**src/rtl/hei_pkg.sv**
```systemverilog
// Package: shared types, widths, bit placement and parity for the Hamming encoder.
`default_nettype none
package hei_pkg;

   localparam int DATA_W   = 57;
   localparam int LEN_W    = 6;
   localparam int CW_W     = 63;
   localparam int PAR_W    = 3;
   localparam int MAX_PAR  = 6;

   // Input item
   typedef struct packed {
      logic [DATA_W-1:0] data_word;
      logic [LEN_W-1:0]  data_length;
      logic [LEN_W-1:0]  flip_position;
   } req_type;

   // Result item
   typedef struct packed {
      logic [CW_W-1:0]  codeword;
      logic [LEN_W-1:0] codeword_length;
      logic [PAR_W-1:0] parity_count;
   } rsp_type;

   // After length decode: message masked to its length
   typedef struct packed {
      logic [DATA_W-1:0] data;
      logic [LEN_W-1:0]  cw_len;
      logic [PAR_W-1:0]  par_cnt;
      logic [LEN_W-1:0]  flip;
   } prep_type;

   // After encoding: codeword before error injection
   typedef struct packed {
      rsp_type          rsp;
      logic [LEN_W-1:0] flip;
   } enc_type;

   // Data bit i lands on the (i+1)-th non-power-of-two position counted
   // from position 1 upward, whatever the message length.
   function automatic logic [CW_W-1:0] scatter(input logic [DATA_W-1:0] data);
      logic [CW_W-1:0] cw;
      int              k;
      cw = '0;
      k  = 0;
      for (int pos = 1; pos <= CW_W; pos++) begin
         if ((pos & (pos - 1)) != 0) begin
            cw[pos-1] = data[k];
            k++;
         end
      end
      return cw;
   endfunction

   // Even parity bit j covers every position with bit j set.
   function automatic logic [CW_W-1:0] add_parity(input logic [CW_W-1:0] cw);
      logic [CW_W-1:0] res;
      logic            par;
      res = cw;
      for (int j = 0; j < MAX_PAR; j++) begin
         par = 1'b0;
         for (int pos = 1; pos <= CW_W; pos++) begin
            if ((pos & (1 << j)) != 0) par ^= cw[pos-1];
         end
         res[(1 << j) - 1] = par;
      end
      return res;
   endfunction

endpackage
`default_nettype wire

```
**src/rtl/hei_prep.sv**
```systemverilog
// Stage 1: clamps the message length, finds parity count and codeword length, masks data.
`default_nettype none
module hei_prep #(
   parameter int MAX_DATA_BITS = 57
) (
   input  wire logic             clock,
   input  wire logic             reset,
   input  wire logic             in_valid,
   output      logic             in_ready,
   input  wire hei_pkg::req_type in_data,
   output      logic             out_valid,
   input  wire logic             out_ready,
   output      hei_pkg::prep_type out_data
);
   import hei_pkg::*;

   localparam logic [LEN_W-1:0] MaxLen = LEN_W'(MAX_DATA_BITS);

   logic              valid_ff;
   prep_type          data_ff;
   prep_type          data_in;
   logic [LEN_W-1:0]  m;
   logic [PAR_W-1:0]  r;

   assign in_ready = !valid_ff || out_ready;

   // Length decode: smallest r with 2^r - r - 1 >= m
   always_comb begin
      m = in_data.data_length;
      if (m == '0) m = LEN_W'(1);
      if (m > MaxLen) m = MaxLen;
      r = PAR_W'(MAX_PAR);
      for (int t = MAX_PAR; t >= 1; t--) begin
         if (((7'd1 << t) - 7'(t) - 7'd1) >= {1'b0, m}) r = PAR_W'(t);
      end
      data_in.data    = in_data.data_word & ~({DATA_W{1'b1}} << m);
      data_in.cw_len  = m + LEN_W'(r);
      data_in.par_cnt = r;
      data_in.flip    = in_data.flip_position;
   end

   always_ff @(posedge clock) begin
      if (reset) begin
         valid_ff <= 1'b0;
      end else if (in_ready) begin
         valid_ff <= in_valid;
      end
   end

   always_ff @(posedge clock) begin
      if (in_ready && in_valid) begin
         data_ff <= data_in;
      end
   end

   assign out_valid = valid_ff;
   assign out_data  = data_ff;

endmodule
`default_nettype wire

```
**src/rtl/hei_encode.sv**
```systemverilog
// Stage 2: places message bits and computes the parity bits.
`default_nettype none
module hei_encode (
   input  wire logic              clock,
   input  wire logic              reset,
   input  wire logic              in_valid,
   output      logic              in_ready,
   input  wire hei_pkg::prep_type in_data,
   output      logic              out_valid,
   input  wire logic              out_ready,
   output      hei_pkg::enc_type  out_data
);
   import hei_pkg::*;

   logic    valid_ff;
   enc_type data_ff;
   enc_type data_in;

   assign in_ready = !valid_ff || out_ready;

   // Parity above the codeword length comes out zero, so no per-length gating
   always_comb begin
      data_in.rsp.codeword        = add_parity(scatter(in_data.data));
      data_in.rsp.codeword_length = in_data.cw_len;
      data_in.rsp.parity_count    = in_data.par_cnt;
      data_in.flip                = in_data.flip;
   end

   always_ff @(posedge clock) begin
      if (reset) begin
         valid_ff <= 1'b0;
      end else if (in_ready) begin
         valid_ff <= in_valid;
      end
   end

   always_ff @(posedge clock) begin
      if (in_ready && in_valid) begin
         data_ff <= data_in;
      end
   end

   assign out_valid = valid_ff;
   assign out_data  = data_ff;

endmodule
`default_nettype wire

```
**src/rtl/hei_inject.sv**
```systemverilog
// Stage 3: optional single-bit error injection and the result register.
`default_nettype none
module hei_inject (
   input  wire logic             clock,
   input  wire logic             reset,
   input  wire logic             in_valid,
   output      logic             in_ready,
   input  wire hei_pkg::enc_type in_data,
   output      logic             out_valid,
   input  wire logic             out_ready,
   output      hei_pkg::rsp_type out_data
);
   import hei_pkg::*;

   logic    valid_ff;
   rsp_type data_ff;
   rsp_type data_in;

   assign in_ready = !valid_ff || out_ready;

   // Flip position counts from the leftmost codeword bit; zero or past the end means none
   always_comb begin
      data_in = in_data.rsp;
      if (in_data.flip != '0 && in_data.flip <= in_data.rsp.codeword_length) begin
         data_in.codeword = in_data.rsp.codeword ^
            (CW_W'(1) << (in_data.rsp.codeword_length - in_data.flip));
      end
   end

   always_ff @(posedge clock) begin
      if (reset) begin
         valid_ff <= 1'b0;
      end else if (in_ready) begin
         valid_ff <= in_valid;
      end
   end

   always_ff @(posedge clock) begin
      if (in_ready && in_valid) begin
         data_ff <= data_in;
      end
   end

   assign out_valid = valid_ff;
   assign out_data  = data_ff;

endmodule
`default_nettype wire

```
**src/rtl/hamming_encoder_error_inject_core.sv**
```systemverilog
// Top level: Hamming encoder with single-bit error injection, three-stage pipeline.
//
// Usage:
//   req_ channel carries one item: a message word, its length in bits and an
//   optional position (from the left, 1-based) of a bit to invert afterward.
//   rsp_ channel returns one item per request: the right-aligned codeword,
//   its length and the number of parity bits.
// Stages: length decode, encode, injection/output register, registered in
//   that order between request accept and response valid.
// Throughput: one item per cycle unless the output stalls; each stage holds
//   one item with its valid bit and advances when empty or the next stage moves.
// Stall: when rsp_ready is low the output register holds its item; the
//   pipeline keeps filling until all three stages are full, then req_ready
//   drops. Nothing is lost or repeated.
// Reset: synchronous, clears all valid bits; no item is in flight afterward.
`default_nettype none
module hamming_encoder_error_inject_core #(
   parameter int MAX_DATA_BITS = 57
) (
   input  wire logic             clock,
   input  wire logic             reset,
   input  wire logic             req_valid,
   output      logic             req_ready,
   input  wire hei_pkg::req_type req_data,
   output      logic             rsp_valid,
   input  wire logic             rsp_ready,
   output      hei_pkg::rsp_type rsp_data
);
   import hei_pkg::*;

   logic     prep_valid;
   logic     prep_ready;
   prep_type prep_data;
   logic     enc_valid;
   logic     enc_ready;
   enc_type  enc_data;

   // Stage 1: length decode
   hei_prep #(
      .MAX_DATA_BITS(MAX_DATA_BITS)
   ) u_prep (
      .clock     (clock),
      .reset     (reset),
      .in_valid  (req_valid),
      .in_ready  (req_ready),
      .in_data   (req_data),
      .out_valid (prep_valid),
      .out_ready (prep_ready),
      .out_data  (prep_data)
   );

   // Stage 2: bit placement and parity
   hei_encode u_encode (
      .clock     (clock),
      .reset     (reset),
      .in_valid  (prep_valid),
      .in_ready  (prep_ready),
      .in_data   (prep_data),
      .out_valid (enc_valid),
      .out_ready (enc_ready),
      .out_data  (enc_data)
   );

   // Stage 3: error injection, output register
   hei_inject u_inject (
      .clock     (clock),
      .reset     (reset),
      .in_valid  (enc_valid),
      .in_ready  (enc_ready),
      .in_data   (enc_data),
      .out_valid (rsp_valid),
      .out_ready (rsp_ready),
      .out_data  (rsp_data)
   );

endmodule
`default_nettype wire

```
**config.mk**
```make
export PLATFORM = sky130hd
export DESIGN_NAME = hamming_encoder_error_inject_core
export DESIGN_NICKNAME = d
export VERILOG_FILES = /design/src/rtl/hei_pkg.sv /design/src/rtl/hei_prep.sv /design/src/rtl/hei_encode.sv /design/src/rtl/hei_inject.sv /design/src/rtl/hamming_encoder_error_inject_core.sv
export SDC_FILE = /design/constraint.sdc
export NUM_CORES = 1
export LEC_CHECK = 0
export BUFFER_PORTS_ARGS = -buffer_cell sky130_fd_sc_hd__buf_2
export CORE_ASPECT_RATIO = 0.9
export CORE_MARGIN = 3
export CORE_UTILIZATION = 40
export DETAILED_ROUTE_END_ITERATION = 10
export SLEW_MARGIN = 40
export SYNTH_ARGS = -nofsm -noshare
export SYNTH_HDL_FRONTEND = slang
export SYNTH_SLANG_ARGS = --single-unit
```
**constraint.sdc**
```tcl
create_clock -name clock -period 8.2 [get_ports clock]
set_input_delay 1.23 -clock clock [delete_from_list [all_inputs] [get_ports clock]]
set_output_delay 1.23 -clock clock [all_outputs]
set_load 0.05 [all_outputs]
```
==> metrics.cfg <==
[run_status]
status = finished, final reports clean

[cts]
clkLatencyLatePin_ps = 510
cts.htree.levels = 1
clkSinkCount = 225
cts_buffer_depth = 3
postCtsSetupRepairBufs = 0
cts_buffers = 24
cts_tree = built
cts_root_buf = clkbuf_16
hold_buffers = 0
cts.repair.resized = 0
cts.clk_slew.worst_paths_ps = 60

[sta]
fin_crit_sh_pct = 43.5
period_minus_slack_ps = 3570
relSlewSlack_pct = 47.8
max_clock_freq_mhz = 280
fin_worst_skew_ps = 12.0
slew_violations = 0
rsz0062_at_grt = no
worst_slew_pin_slew_ps = 776
tns_ps = 0
hold_violations = 0
setup_viol = 0

[routing]
drt-wirelength-per-cell_um = 19.7
vias_per_cell = 4.93
vias = 6038
routed_wl_um = 24100
first_pass_iters = 5
initialDrtViolationCount = 516
post-route-drc-count = 0
ant_nets = 0

[layout]
layout.nets = 949
utilization_pct = 49.1
design_area_sq_um = 12500
fillCellCount = 2205
n_antenna_cell = 0
area_growth_syn_to_layout_pct = 19.1
drive_gt1_share_pct = 31.1

[critical_path]
max_stage_delay_ps = 570
r2r_cells = 8
crit_path_frequent_cell = buf_2
crit_arrival_ps = 2340
reg2reg_slack_ps = 4980
cp-end-kind = output pin
criticalPathCategory = in2out
worst-endpoint-required_ps = 6970
regToRegEndpoint = u_inject.out_data[16]$_DFFE_PP_
path_cells = buf_2, nor2b_1, nand3_1, buf_2
startpoint_type = primary input
critPathSlowestCell = nor2b_1
r2r-start = u_encode.out_data[10]$_DFFE_PP_
path_max_fanout = 6

[logic_synthesis]
ys_seq_elements = 225
ys_warn_count = 0
seq_area_frac_synth_pct = 63.9
syn-instance-count = 713
syn_nets = 797
syn_area_sq_um = 10500
synth_edf_count = 222
ys.flop_type = edfxtp_1
synth_cell_types = 54
synth_area_per_cell_sq_um = 14.8
async_flop_share_pct = 0

[die]
die-area_sq_um = 28300
start_util_pct = 41.2
die_height_um = 160
fp-row-count = 55
fp.coreArea_sq_um = 25500
ioPinCount = 147
die_x_um = 177

[power_and_ir_drop]
power_w = 0.00325
total_leakage_power_nw = 4.47
irDropWorstVdd_mv = 0.157
power.density_nw_per_um2 = 259

[place]
place_hpwl_um = 18200
globalplace.congestion = 0.868
place_area_sq_um = 11700
portBuffers = 146

[global_routing]
grt_max_degree = 79
grt-ovfl-total = 0
grt_pass1_wl_um = 36300
antenna_found_initial = 0
grt_pass1_vias = 6009
grt_usage_pct = 16.8

[flow_run]
max_cap_violations = 0

[hold_path]
hold_start = u_prep.out_data[10]$_DFFE_PP_
min_path_type = reg2reg
min_to = u_encode.out_data[10]$_DFFE_PP_
hold_depth = 0

==> routing by layer <==
layer | vias to the layer above | wire [um] | GRT usage (%)
li1 | 2898 | - | -
met1 | 2894 | 12000 | 26.6
met2 | 215 | 10400 | 24.6
met3 | 31 | 1330 | 2.31
met4 | 0 | 453 | 3.71
met5 | - | 0 | 0
==> kinds of logic after synthesis <==
family	after synthesis	synth area share, %
buffers and inverters	43	2.03
xor gates and xnor gates	177	14.9
AOI/OAI and AO/OA	88	6.83
DFF	225	63.9
and+or+nand+nor	169	10.9
adders and majority gates	11	1.45
==> critical path: cells and delay by family <==
family                 cells  cell delay [ps]
buffers and inverters      2              350
and+or+nand+nor            2              760
==> registers in the layout, summed over array words and instances, names as in the netlist <==
register / count
u_encode.out_data: 78
u_inject.out_data: 72
u_prep.out_data: 72
u_encode.out_valid: 1
u_inject.out_valid: 1
u_prep.out_valid: 1
==> report_power, final <==
part / switching (W) / internal (W)
logic: 0.000389 / 0.000268
registers: 0.0000596 / 0.00139
clock network: 0.000429 / 0.000711
==> through the flow <==
step / hold WS [ps] / instances / worst slack (ps)
floorplan: 400 / 713 / 577
global placement: 403 / 1178 / 4370
detailed placement: 405 / 1181 / 4250
CTS: 419 / 1225 / 4620
global route: 435 / 1225 / 4520
finish: 417 / 1225 / 4630
==> cells in the mapped netlist, types with 5 or more instances <==
library cell | instances | share of area [%]
a2111oi_2 | 6 | 0.86
a21boi_0 | 6 | 0.43
a21oi_1 | 27 | 1.3
and2_1 | 5 | 0.30
and3_1 | 7 | 0.42
buf_2 | 6 | 0.29
clkbuf_1 | 13 | 0.46
edfxtp_1 | 222 | 63
ha_1 | 9 | 1.1
inv_1 | 11 | 0.39
nand2_1 | 38 | 1.4
nand2b_1 | 6 | 0.36
nand4_2 | 6 | 0.71
nor2_1 | 23 | 0.82
nor2b_1 | 16 | 0.95
nor3_2 | 47 | 4.5
o211a_1 | 6 | 0.57
o211ai_1 | 8 | 0.57
o21a_1 | 7 | 0.50
xnor2_1 | 106 | 8.8
xor2_1 | 69 | 5.7
==> cell type report <==
| cell class | instances | area, sq um | area share (%) |
|---|---|---|---|
| flip-flops and latches | 225 | 6730 | 53.6 |
| multi-input cells | 445 | 3650 | 29.1 |
| repair buffers | 155 | 846 | 6.74 |
| clock buffers | 27 | 633 | 5.05 |
| well taps | 342 | 428 | 3.41 |
| clock inverters | 17 | 209 | 1.67 |
| inverters | 14 | 52.6 | 0.419 |
==> how the worst max path moves through the flow <==
stage / start / endpoint / slack, ps / cells past startpoint
final: rsp_ready / req_ready / 4630 / 4
after detailed placement: req_data[11] / u_prep.out_data[14]$_DFFE_PP_ / 4250 / 10
after global placement: req_data[11] / u_prep.out_data[14]$_DFFE_PP_ / 4370 / 10
after floorplan: rsp_ready / u_encode.out_data[0]$_DFFE_PP_ / 580 / 2
after global routing: rsp_ready / req_ready / 4520 / 4
after CTS: rsp_ready / req_ready / 4620 / 4
==> cell usage in the layout (no fill, tap or decap), types with 7 or more instances in the layout <==
cell and instances:
o211ai_1 8, nor2_1 23, buf_2 146, xnor2_1 106, clkbuf_16 25, o21a_1 7, and3_1 7, inv_1 11
nor3_2 47, edfxtp_1 222, a21oi_1 27, ha_1 9, nor2b_1 15, xor2_1 69, nand2_1 38
(Power assumes the default switching activity.)
